## config.mk

```make
export PLATFORM = sky130hd
export DESIGN_NAME = json_string_unescape_utf8
export DESIGN_NICKNAME = d
export VERILOG_FILES = /design/src/rtl/jsu_pkg.sv /design/src/rtl/json_string_unescape_utf8.sv /design/src/rtl/jsu_front.sv /design/src/rtl/jsu_queue.sv /design/src/rtl/jsu_back.sv
export VERILOG_INCLUDE_DIRS = /design/src /design/src/rtl
export SDC_FILE = /design/constraint.sdc
export NUM_CORES = 1
export LEC_CHECK = 0
export ABC_CLOCK_PERIOD_IN_PS = 9500
export CORE_AREA = 2 2 97 170
export CTS_CLUSTER_DIAMETER = 200
export DETAILED_ROUTE_END_ITERATION = 8
export DIE_AREA = 0 0 99 172
export DONT_BUFFER_PORTS = 1
export PLACE_DENSITY = 0.85
export SETUP_SLACK_MARGIN = 0.5
export SYNTH_ARGS = -nofsm -noshare
export SYNTH_HDL_FRONTEND = slang
export SYNTH_SLANG_ARGS = --single-unit
```

## constraint.sdc

```tcl
create_clock -name clk -period 9.5 [get_ports clk]
set_input_delay 0.475 -clock clk [delete_from_list [all_inputs] [get_ports clk]]
set_output_delay 0.475 -clock clk [all_outputs]
set_load 0.005 [all_outputs]
```

## src/rtl/json_string_unescape_utf8_defines.svh

```systemverilog
// ----------------------------------------------------------------------------
// json_string_unescape_utf8_defines
// Assertion macros shared by the unescaper RTL.
// ----------------------------------------------------------------------------
`ifndef JSON_STRING_UNESCAPE_UTF8_DEFINES_SVH
`define JSON_STRING_UNESCAPE_UTF8_DEFINES_SVH

// antecedent implies consequent in the same cycle
`define JSU_ASSERT_IMPL(lbl, ck, rn, ante, cons) \
    lbl: assert property (@(posedge ck) disable iff (!rn) (ante) |-> (cons)) \
        else $error("jsu assertion failed");

// antecedent implies consequent in the next cycle
`define JSU_ASSERT_NEXT(lbl, ck, rn, ante, cons) \
    lbl: assert property (@(posedge ck) disable iff (!rn) (ante) |=> (cons)) \
        else $error("jsu assertion failed");

// expression never true
`define JSU_ASSERT_NEVER(lbl, ck, rn, expr) \
    lbl: assert property (@(posedge ck) disable iff (!rn) !(expr)) \
        else $error("jsu assertion failed");

`endif

```

## src/rtl/jsu_pkg.sv

```systemverilog
// ----------------------------------------------------------------------------
// jsu_pkg
// Types and constants shared by the unescaper front, queue and back.
// ----------------------------------------------------------------------------
package jsu_pkg;

    // most output bytes one input byte can cause
    localparam int GrpSlots = 5;

    // all results of one input byte
    typedef struct packed {
        logic [GrpSlots-1:0][7:0] data;
        logic [2:0]               count;  // 1..5 when queued
        logic                     eos;
    } group_t;

    typedef struct packed {
        logic full;
        logic empty;
    } q_status_t;

endpackage

```

## src/rtl/json_string_unescape_utf8.sv

```systemverilog
// An accepted beat's group is queued, then loaded into the output register.
// Throughput: one input beat per cycle while the group queue has room; the
// output side gives one beat per cycle while out_stall is low, so the queue
// absorbs multi-byte bursts while the serializer emits a group beat by beat.
// Reset: rst_n async low; escape state, queue pointers and output valid clear.
// ----------------------------------------------------------------------------
// json_string_unescape_utf8
// JSON string body unescaper with UTF-8 encoding of backslash-u escapes.
// ----------------------------------------------------------------------------
module json_string_unescape_utf8
    import jsu_pkg::*;
#(
    parameter int QDEPTH = 4
)
(
    input  logic       clk,
    input  logic       rst_n,
    // input channel
    input  logic       in_valid,
    output logic       in_stall,
    input  logic [7:0] in_byte,
    input  logic       end_of_string,
    // output channel
    output logic       out_valid,
    input  logic       out_stall,
    output logic [7:0] out_byte,
    output logic       string_done,
    output logic       run_last
);

    // Front: decodes the escape state machine and builds the whole group of
    // results for a byte in the accept cycle. Bytes that cause no result
    // (backslash, escape u, hex digits being gathered) only update state.
    // Queue: holds groups so the front keeps taking one beat per cycle, while
    // the queue has room, as the back works through a long group.
    // Back: emits a group one beat at a time into a registered output stage.

    logic      accept;
    logic      push, pop;
    group_t    front_group, head;
    q_status_t qstat;

    assign in_stall = qstat.full;
    assign accept   = in_valid && !in_stall;

    jsu_front u_front (
        .clk           (clk),
        .rst_n         (rst_n),
        .accept        (accept),
        .in_byte       (in_byte),
        .end_of_string (end_of_string),
        .push          (push),
        .group         (front_group)
    );

    jsu_queue #(
        .DEPTH (QDEPTH)
    ) u_queue (
        .clk      (clk),
        .rst_n    (rst_n),
        .push     (push),
        .wr_group (front_group),
        .pop      (pop),
        .head     (head),
        .stat     (qstat)
    );

    jsu_back u_back (
        .clk         (clk),
        .rst_n       (rst_n),
        .head        (head),
        .stat        (qstat),
        .pop         (pop),
        .out_stall   (out_stall),
        .out_valid   (out_valid),
        .out_byte    (out_byte),
        .string_done (string_done),
        .run_last    (run_last)
    );

endmodule

```

## src/rtl/jsu_front.sv

```systemverilog
// ----------------------------------------------------------------------------
// jsu_front
// Escape decoder: tracks escape state and turns each byte into a group.
// ----------------------------------------------------------------------------
`include "json_string_unescape_utf8_defines.svh"

module jsu_front
    import jsu_pkg::*;
(
    input  logic       clk,
    input  logic       rst_n,
    input  logic       accept,
    input  logic [7:0] in_byte,
    input  logic       end_of_string,
    output logic       push,
    output group_t     group
);

    typedef enum logic [2:0] {
        NORMAL = 3'd0,
        ESC    = 3'd1,
        HEX0   = 3'd2,
        HEX1   = 3'd3,
        HEX2   = 3'd4,
        HEX3   = 3'd5
    } mode_t;

    localparam logic [7:0] ChQuote = 8'h22;
    localparam logic [7:0] ChBsl   = 8'h5C;
    localparam logic [7:0] ChSlash = 8'h2F;
    localparam logic [7:0] ChB     = 8'h62;
    localparam logic [7:0] ChF     = 8'h66;
    localparam logic [7:0] ChN     = 8'h6E;
    localparam logic [7:0] ChR     = 8'h72;
    localparam logic [7:0] ChT     = 8'h74;
    localparam logic [7:0] ChU     = 8'h75;

    mode_t       mode_reg, mode_next;
    logic [15:0] acc_reg, acc_next;
    logic [7:0]  held_reg [3];

    logic        hv_ok;
    logic [3:0]  hv;
    logic [1:0]  cnt;
    logic [15:0] cp;
    logic        plain_emit;
    logic        store;

    always_comb
    begin
        hv_ok = 1'b1;
        hv    = in_byte[3:0];
        if (in_byte >= 8'h30 && in_byte <= 8'h39)
        begin
            hv = in_byte[3:0];
        end
        else if ((in_byte >= 8'h61 && in_byte <= 8'h66) ||
                 (in_byte >= 8'h41 && in_byte <= 8'h46))
        begin
            hv = 4'(in_byte[3:0] + 4'd9);
        end
        else
        begin
            hv_ok = 1'b0;
        end
    end

    assign cnt        = 2'(mode_reg - HEX0);
    assign cp         = {acc_reg[11:0], hv};
    assign plain_emit = !(in_byte == ChBsl && !end_of_string);

    always_comb
    begin
        group.data  = {GrpSlots{in_byte}};
        group.count = 3'd0;
        group.eos   = end_of_string;
        mode_next   = NORMAL;
        store       = 1'b0;

        unique case (mode_reg) inside
            ESC:
            begin
                group.count = 3'd1;
                case (in_byte)
                    ChQuote: group.data[0] = ChQuote;
                    ChBsl:   group.data[0] = ChBsl;
                    ChSlash: group.data[0] = ChSlash;
                    ChB:     group.data[0] = 8'h08;
                    ChF:     group.data[0] = 8'h0C;
                    ChN:     group.data[0] = 8'h0A;
                    ChR:     group.data[0] = 8'h0D;
                    ChT:     group.data[0] = 8'h09;
                    ChU:
                    begin
                        group.data[0] = ChU;
                        if (!end_of_string)
                        begin
                            group.count = 3'd0;
                            mode_next   = HEX0;
                        end
                    end
                    default:
                    begin
                        group.data[0] = ChBsl;
                        group.count   = 3'd2;
                    end
                endcase
            end
            HEX0, HEX1, HEX2, HEX3:
            begin
                // 'u', held digits, then the current byte
                group.data[0] = ChU;
                group.data[1] = (cnt >= 2'd1) ? held_reg[0] : in_byte;
                group.data[2] = (cnt >= 2'd2) ? held_reg[1] : in_byte;
                group.data[3] = (cnt == 2'd3) ? held_reg[2] : in_byte;
                if (hv_ok && cnt == 2'd3)
                begin
                    if (cp[15:7] == 9'd0)
                    begin
                        group.data[0] = cp[7:0];
                        group.count   = 3'd1;
                    end
                    else if (cp[15:11] == 5'd0)
                    begin
                        group.data[0] = 8'hC0 | {3'd0, cp[10:6]};
                        group.data[1] = 8'h80 | {2'd0, cp[5:0]};
                        group.count   = 3'd2;
                    end
                    else
                    begin
                        group.data[0] = 8'hE0 | {4'd0, cp[15:12]};
                        group.data[1] = 8'h80 | {2'd0, cp[11:6]};
                        group.data[2] = 8'h80 | {2'd0, cp[5:0]};
                        group.count   = 3'd3;
                    end
                end
                else if (hv_ok && end_of_string)
                begin
                    group.count = 3'({1'b0, cnt} + 3'd2);
                end
                else if (hv_ok)
                begin
                    store     = 1'b1;
                    mode_next = mode_t'(3'(mode_reg + 3'd1));
                end
                else
                begin
                    // short escape: flush, then treat byte as plain
                    group.count = 3'({1'b0, cnt} + 3'd1 + {2'd0, plain_emit});
                    mode_next   = plain_emit ? NORMAL : ESC;
                end
            end
            default:
            begin
                group.count = {2'd0, plain_emit};
                mode_next   = plain_emit ? NORMAL : ESC;
            end
        endcase

        if (end_of_string)
        begin
            mode_next = NORMAL;
        end
        acc_next = store ? cp : 16'd0;
    end

    assign push = accept && (group.count != 3'd0);

    always_ff @(posedge clk or negedge rst_n)
    begin
        if (!rst_n)
        begin
            mode_reg <= NORMAL;
            acc_reg  <= 16'd0;
        end
        else if (accept)
        begin
            mode_reg <= mode_next;
            acc_reg  <= acc_next;
        end
    end

    always_ff @(posedge clk)
    begin
        if (accept && store)
        begin
            held_reg[cnt] <= in_byte;
        end
    end

    `JSU_ASSERT_NEXT(a_eos_resets_mode, clk, rst_n, accept && end_of_string, mode_reg == NORMAL)

endmodule

```

## src/rtl/jsu_queue.sv

```systemverilog
// ----------------------------------------------------------------------------
// jsu_queue
// Short FIFO of result groups between decoder and serializer.
// ----------------------------------------------------------------------------
`include "json_string_unescape_utf8_defines.svh"

module jsu_queue
    import jsu_pkg::*;
#(
    parameter int DEPTH = 4
)
(
    input  logic      clk,
    input  logic      rst_n,
    input  logic      push,
    input  group_t    wr_group,
    input  logic      pop,
    output group_t    head,
    output q_status_t stat
);

    localparam int AW = (DEPTH > 1) ? $clog2(DEPTH) : 1;
    localparam int CW = $clog2(DEPTH + 1);

    group_t          entry_reg [DEPTH];
    logic [AW-1:0]   wr_ptr_reg, rd_ptr_reg;
    logic [CW-1:0]   cnt_reg;

    function automatic logic [AW-1:0] ptr_inc(input logic [AW-1:0] p);
        return (p == AW'(DEPTH - 1)) ? '0 : AW'(p + 1'b1);
    endfunction

    assign head       = entry_reg[rd_ptr_reg];
    assign stat.full  = (cnt_reg == CW'(DEPTH));
    assign stat.empty = (cnt_reg == '0);

    always_ff @(posedge clk or negedge rst_n)
    begin
        if (!rst_n)
        begin
            wr_ptr_reg <= '0;
            rd_ptr_reg <= '0;
            cnt_reg    <= '0;
        end
        else
        begin
            if (push)
            begin
                wr_ptr_reg <= ptr_inc(wr_ptr_reg);
            end
            if (pop)
            begin
                rd_ptr_reg <= ptr_inc(rd_ptr_reg);
            end
            if (push && !pop)
            begin
                cnt_reg <= CW'(cnt_reg + 1'b1);
            end
            else if (pop && !push)
            begin
                cnt_reg <= CW'(cnt_reg - 1'b1);
            end
        end
    end

    always_ff @(posedge clk)
    begin
        if (push)
        begin
            entry_reg[wr_ptr_reg] <= wr_group;
        end
    end

    `JSU_ASSERT_NEVER(a_no_overflow, clk, rst_n, push && stat.full)
    `JSU_ASSERT_NEVER(a_no_underflow, clk, rst_n, pop && stat.empty)

endmodule

```

## src/rtl/jsu_back.sv

```systemverilog
// ----------------------------------------------------------------------------
// jsu_back
// Serializer: walks the head group, one output beat per cycle unless stalled.
// ----------------------------------------------------------------------------
`include "json_string_unescape_utf8_defines.svh"

module jsu_back
    import jsu_pkg::*;
(
    input  logic      clk,
    input  logic      rst_n,
    input  group_t    head,
    input  q_status_t stat,
    output logic      pop,
    input  logic      out_stall,
    output logic      out_valid,
    output logic [7:0] out_byte,
    output logic      string_done,
    output logic      run_last
);

    logic [2:0] k_reg;
    logic       valid_reg;
    logic [7:0] byte_reg;
    logic       done_reg, last_reg;
    logic       load, last;

    assign load = !stat.empty && (!valid_reg || !out_stall);
    assign last = (k_reg == 3'(head.count - 3'd1));
    assign pop  = load && last;

    always_ff @(posedge clk or negedge rst_n)
    begin
        if (!rst_n)
        begin
            k_reg     <= '0;
            valid_reg <= 1'b0;
        end
        else
        begin
            if (load)
            begin
                valid_reg <= 1'b1;
                k_reg     <= last ? 3'd0 : 3'(k_reg + 3'd1);
            end
            else if (!out_stall)
            begin
                valid_reg <= 1'b0;
            end
        end
    end

    always_ff @(posedge clk)
    begin
        if (load)
        begin
            byte_reg <= head.data[k_reg];
            last_reg <= last;
            done_reg <= last && head.eos;
        end
    end

    assign out_valid   = valid_reg;
    assign out_byte    = byte_reg;
    assign string_done = done_reg;
    assign run_last    = last_reg;

    `JSU_ASSERT_NEXT(a_idx_rewind, clk, rst_n, pop, k_reg == 3'd0)

endmodule
```

# Yosys cells after proc, flatten, opt, wreduce, memory -nomap -nowiden
# Memory sizes are Yosys's and may differ from the RTL's.
# Index checks and enable logic that the tools add are counted.
# word_totals
reg_bits	36
mem_bits_rw	200
in_bits	13
out_inout_bits	12
elab_cells	130
mem_count	2
# memory_table
name	depth	word_bits	rd	rd_clocked_by_memory_dff	write_ports	line_no	text
u_queue.entry_reg	4	44	1	0	1	jsu_queue.sv:25	group_t entry_reg [DEPTH];
u_front.held_reg	3	8	3	0	1	jsu_front.sv:40	logic [7:0] held_reg [3];
# classes
addsub	12
magnitude_cmp	9
n_eq_ne	20
n_mux	46
n_reduce_logical	31
# op_table
cell	n
8-bit by 7-bit equality test with 1-bit output, second input constant	7
7-bit one-hot mux with 8 select lines	1
24-bit two-way mux	2
8-bit two-way mux	5
3-bit two-way mux	10
8-bit binary-select mux with 3-bit select	1
17-bit two-way mux	1
8-bit by 6-bit equality test with 1-bit output, second input constant	2
8-bit by 7-bit greater-or-equal comparator with 1-bit output, second input constant	2
8-bit by 7-bit less-or-equal comparator with 1-bit output, second input constant	2
16-bit two-way mux	1
8-bit one-hot mux with 2 select lines	1
1-bit logical AND	14
1-bit two-way mux	14
12-bit two-way mux	1
3-bit one-hot mux with 2 select lines	2
11-bit two-way mux	1
3-bit by 1-bit adder with 3-bit output, second input constant	3
3-bit equality test, second input constant	3
9-bit logical NOT	1
8-bit by 6-bit greater-or-equal comparator with 1-bit output, second input constant	1
8-bit by 6-bit less-or-equal comparator with 1-bit output, second input constant	1
1-bit logical NOT	8
4-bit two-way mux	2
other kinds (24)	32

# Depth between registers and ports, before layout
# depth
word_depth	15
depth_mapped	18
ltp_nobuf	18

# By module
# Synthesis repeated with hierarchy kept, for this count alone.
# unflattened
hier_cells	660
hier_area_um2	10757.8
# by_module_without_submodules
module	instances	cells_each	area_each_um2	seq_area_each_um2
jsu_queue	1	267	6824.0	5460.2
jsu_front	1	318	3006.6	1096.1
jsu_back	1	74	913.4	400.4
json_string_unescape_utf8	1	1	13.8	0.0

# Worst setup path before layout
# No wires, ideal clock.
# synth_timing
path_kind	register to register
from	reg u_queue.rd_ptr_reg[0]
to	reg u_queue.cnt_reg[1]
arrival_time_ns	3.855
setup_slack_ns	5.520
path_stages_with_launch	15
path_cell_list	dfrtp_1 > buf_2 > buf_2 > buf_1 > mux4_2 > inv_1 > ha_1 > xnor2_1 > nor3_1 > and2_1 > inv_1 > ha_1 > inv_1 > fa_1 > mux2_2
# synth_between
elab_chain_len	7
word_cells_on_any_way	9
classes_between	1 x add/sub; 1 x eq/ne; 1 x mux; 5 x reduce/logical; 1 x memory
# synth_lines
element	line_no	text
start, declared	jsu_queue.sv:26	logic [AW-1:0] wr_ptr_reg, rd_ptr_reg;
start signal, assigned	jsu_queue.sv:53	rd_ptr_reg <= ptr_inc(rd_ptr_reg);
memory 4 x 44 bit (*)	-	
3-bit by 1-bit subtractor with 3-bit output (*)	jsu_back.sv:29	assign last = (k_reg == 3'(head.count - 3'd1));
3-bit equality test (*)	jsu_back.sv:29	
named net u_back.last	jsu_back.sv:26	logic load, last;
1-bit logical AND (*)	jsu_back.sv:30	assign pop = load && last;
1-bit logical NOT	jsu_queue.sv:55	if (push && !pop)
1-bit logical AND	jsu_queue.sv:55	
3-bit two-way mux or 2-bit nonzero test (tied branches)	-	
end signal, assigned	jsu_queue.sv:57	cnt_reg <= CW'(cnt_reg + 1'b1);
end signal, assigned	jsu_queue.sv:61	cnt_reg <= CW'(cnt_reg - 1'b1);
end, declared	jsu_queue.sv:27	logic [CW-1:0] cnt_reg;
# Mark *: on every way through the listed nets, which the timed path passes. The rest lies on a longest branch.
# A chain may end at the register's enable or synchronous reset.

# Worst setup path in the final report
# Ends and elaborated chain as after synthesis.

==> parameters.txt <==
Parameter                              Value

Outcome
  Run status    complete, no violations

Layout
  P&R area growth vs syn    8.329%
  Utilization after layout    0.7249
  Layout cell share with drive strength beyond 1    0.1710
  Most common cell after layout, fill and taps aside    sky130_fd_sc_hd__edfxtp_1
  Non-filler instance count after layout    879
  Number of flip-flops under the largest register name    176
  Top library cells by usage in the layout, fill and taps aside    210 x sky130_fd_sc_hd__edfxtp_1, 44 x sky130_fd_sc_hd__nor2_1, 44 x sky130_fd_sc_hd__mux4_2
  Net total in the final layout    ~700
  Final std cell area, no fill    between 0.01 and 0.015 mm²
  Number of antenna cells inserted    0

Synthesis
  Yosys warnings    0
  EDFF count, synth    210
  Total nets after synthesis    709
  Synthesized area divided by synthesized cell count    15.47 µm²
  Synthesized flop and latch total    around 240
  Share of async-settable or async-resettable flops after synthesis    0.1102
  Post-synthesis sequential area ratio    0.6644
  Number of different library cells in the post-synthesis netlist    between 60 and 70
  Gate count after technology mapping    677
  Post-synth top flop    sky130_fd_sc_hd__edfxtp_1
  Post-synthesis instance area    0.01047 mm²

Power
  Power per cell area    271.7 mW/mm²
  Sw power    approximately 880 µW
  Leakage power    3.880 nW
  Power Internal    2.202 mW
  Sequential power share    0.465
  PnR Total Power    3.082 mW
  Clk network pwr share    0.276
  Comb power frac    0.260
  Max VDD drop    0.0001546 V
  Sw Share    0.2856

Global routing
  Pin count of the biggest net entering global routing    48
  Total global-route track usage    0.2971
  Antenna violations before repair    0
  Wire length of the first global-routing pass    37.40 mm
  Number of global-route vias before repair    6386
  Grt ovf    0

Route
  Number of nets with antenna violations after routing    0
  Post-DR wirelength/cell    27.93 µm
  Wire length after detailed routing    around 25 mm
  Detailed-router iteration count before antenna repair    5
  Total number of vias    6064
  Number of DRC violations after detailed routing    0
  Via-to-Cell Ratio    between 6 and 7
  Drt initial violations    around 430

Floorplan
  Effective utilization at floorplan    0.6692
  Count of standard-cell rows    ~60
  Vertical die dimension    172 µm
  Floorplan Core Area    ~0.016 mm²
  Die Span X    99 µm
  I/O pin count    25
  Area of the die    0.01703 mm²

Timing
  Setup clock skew after layout    approximately 0.021 ns
  Final count of hold timing violations    0
  Share of the clock period used by the worst path    0.4338
  RSZ-0062 raised after global routing    false
  Post-route setup slack    5.379 ns
  Worst hold slack    approximately 0.06 ns
  Final TNS setup    0 ns
  Number of max-slew violations in the final report    0
  Number of setup violations in the final report    0
  Worst slew margin    0.1649
  Timing-limited maximum frequency    approximately 240 MHz
  Transition time of the tightest slew-check pin    1.221 ns
  Min Clock Period, post-route    4.121 ns

Placement
  Placed cell area    about 0.011 mm²
  Port Buffers    0
  Total instance count after detailed placement    841
  Worst Setup Slack post-DPL    about 5.4 ns
  HPWL after detailed placement    16.37 mm
  Final RePlAce weighted congestion    1.016

Clock network
  Insertion delay to the later sink of the worst-skew pair    0.51 ns
  Maximum number of buffers from clock root to sink    3
  Clock slew at reported path FFs    0.07 ns
  Clk root buf    sky130_fd_sc_hd__clkbuf_16
  Total number of clock tree sinks    236
  CTS tree    built
  Gates resized, CTS repair    0
  Num CTS Buffers    21
  Total number of H-tree levels    1

Setup path
  CP max-delay cell    sky130_fd_sc_hd__buf_4
  Crit path max fanout    between 40 and 50
  Data required time of the critical path    a little under 10 ns
  Critical Path End Type    register
  Most frequent cell on the critical path    sky130_fd_sc_hd__inv_1
  Worst endpoint data arrival time    4.50 ns
  Startpoint class of the critical path    register
  Type of the worst setup path    register to register
  Slowest stage delay, CP    between 0.6 and 0.7 ns
  CP Cell Sequence    buf_4, mux4_2, inv_1, ha_1, xnor2_1, xnor2_1, nor3_1, and2_1, inv_1, ha_1, inv_1, fa_1, mux2_2

Worst hold path
  Worst hold path type    input port to register

Job
  Max cap viols    0
[synth_stat cells (5+ instances only)]
master / number / area (µm²)
sky130_fd_sc_hd__a21oi_1: 25 / 125.1
sky130_fd_sc_hd__a22o_1: 6 / 52.55
sky130_fd_sc_hd__a22oi_1: 6 / 45.04
sky130_fd_sc_hd__and2_1: 7 / 43.79
sky130_fd_sc_hd__and3_1: 5 / 31.28
sky130_fd_sc_hd__buf_1: 7 / 26.28
sky130_fd_sc_hd__clkbuf_1: 21 / 78.83
sky130_fd_sc_hd__dfrtp_1: 26 / 650.6
sky130_fd_sc_hd__edfxtp_1: 210 / 6306
sky130_fd_sc_hd__ha_1: 18 / 225.2
sky130_fd_sc_hd__inv_1: 20 / 75.07
sky130_fd_sc_hd__mux2_2: 12 / 135.1
sky130_fd_sc_hd__mux2i_1: 20 / 200.2
sky130_fd_sc_hd__mux4_2: 44 / 991.0
sky130_fd_sc_hd__nand2_1: 42 / 157.7
sky130_fd_sc_hd__nand2b_1: 8 / 50.05
sky130_fd_sc_hd__nand3_1: 9 / 45.04
sky130_fd_sc_hd__nor2_1: 44 / 165.2
sky130_fd_sc_hd__nor2b_1: 7 / 43.79
sky130_fd_sc_hd__nor3_1: 6 / 30.03
sky130_fd_sc_hd__o21ai_0: 40 / 200.2
sky130_fd_sc_hd__o22ai_1: 7 / 43.79
sky130_fd_sc_hd__o31ai_1: 5 / 37.54
sky130_fd_sc_hd__or3_1: 10 / 62.56
sky130_fd_sc_hd__xnor2_1: 6 / 52.55
[worst paths after layout]
kind	start	to	slack, ns	cells after the start
min in group asynchronous	rst_n	u_front.acc_reg[0]	0.46	2
worst max-delay path	u_queue.rd_ptr_reg[0]	u_queue.cnt_reg[1]	5.38	13
max in group asynchronous	rst_n	u_queue.rd_ptr_reg[1]	8.85	2
worst max register to register	u_queue.rd_ptr_reg[0]	u_queue.cnt_reg[1]	5.38	13
worst min-delay path	in_byte[5]	u_front.held_reg[2][5]	0.06	0
worst min register to register	u_front.acc_reg[10]	u_front.acc_reg[10]	0.52	2
[repair_timing]
action | in CTS | in global routing
hold endpoints to repair | 26 | 0
setup endpoints to repair | 0 | 0
hold buffers | 2 | 0
setup buffers | 0 | 0
[cells by family (layout without fill, tap and decap cells)]
group / Yosys count / count (layout) / share of synthesized area
flip-flops: 236 / 236 / 0.6644
AND/OR/NAND/NOR: 158 / 158 / 0.07612
AO/OA/AOI/OAI: 122 / 122 / 0.07696
multiplexers: 78 / 78 / 0.1295
buffers and inverters: 55 / 68 / 0.02199
adder cells (fa/ha/maj): 19 / 19 / 0.02342
XOR/XNOR: 9 / 9 / 0.007529
[cell type report]
| class | count | area [µm²] |
|---|---|---|
| sequential | 236 | 6959 |
| tap | 189 | 236.5 |
| multi-input combinational | 386 | 3288 |
| inverter | 20 | 75.07 |
| fill | 924 | 4304 |
| clock inverter | 13 | 145.1 |
| timing repair buffer | 12 | 105.1 |
| clock buffer | 23 | 533.0 |
[critical path: cells and delay by family (launching register included)]
kind	cells	cell delay, ns
xor gates and xnor gates	2	0.29
and+or+nand+nor	2	0.77
adders and majority gates	3	0.78
buffers and inverters	4	0.89
DFF	1	0.34
muxes	2	0.91
[layer usage]
metal | GRT usage | vias up | wire length, µm
met4 | 0.1406 | 0 | 1340
met3 | 0.03314 | 94 | 1271
met1 | 0.3425 | 3040 | 8393
met5 | 0 | - | 0
met2 | 0.5491 | 289 | 13540
li1 | - | 2641 | -
[power groups by stage]
| stage | registers [mW] | logic, mW | clock network, mW |
|---|---|---|---|
| 6_report | 1.43 | 0.801 | 0.849 |
| 5_1_grt | 1.45 | 0.872 | 0.886 |
| 4_1_cts | 1.43 | 0.812 | 0.855 |
| 3_5_place_dp | 1.45 | 0.798 | 0 |
| 3_3_place_gp | 1.43 | 0.761 | 0 |
| 2_1_floorplan | 1.42 | 0.613 | 0 |
Note: power is estimated with default switching activity, not from simulation.
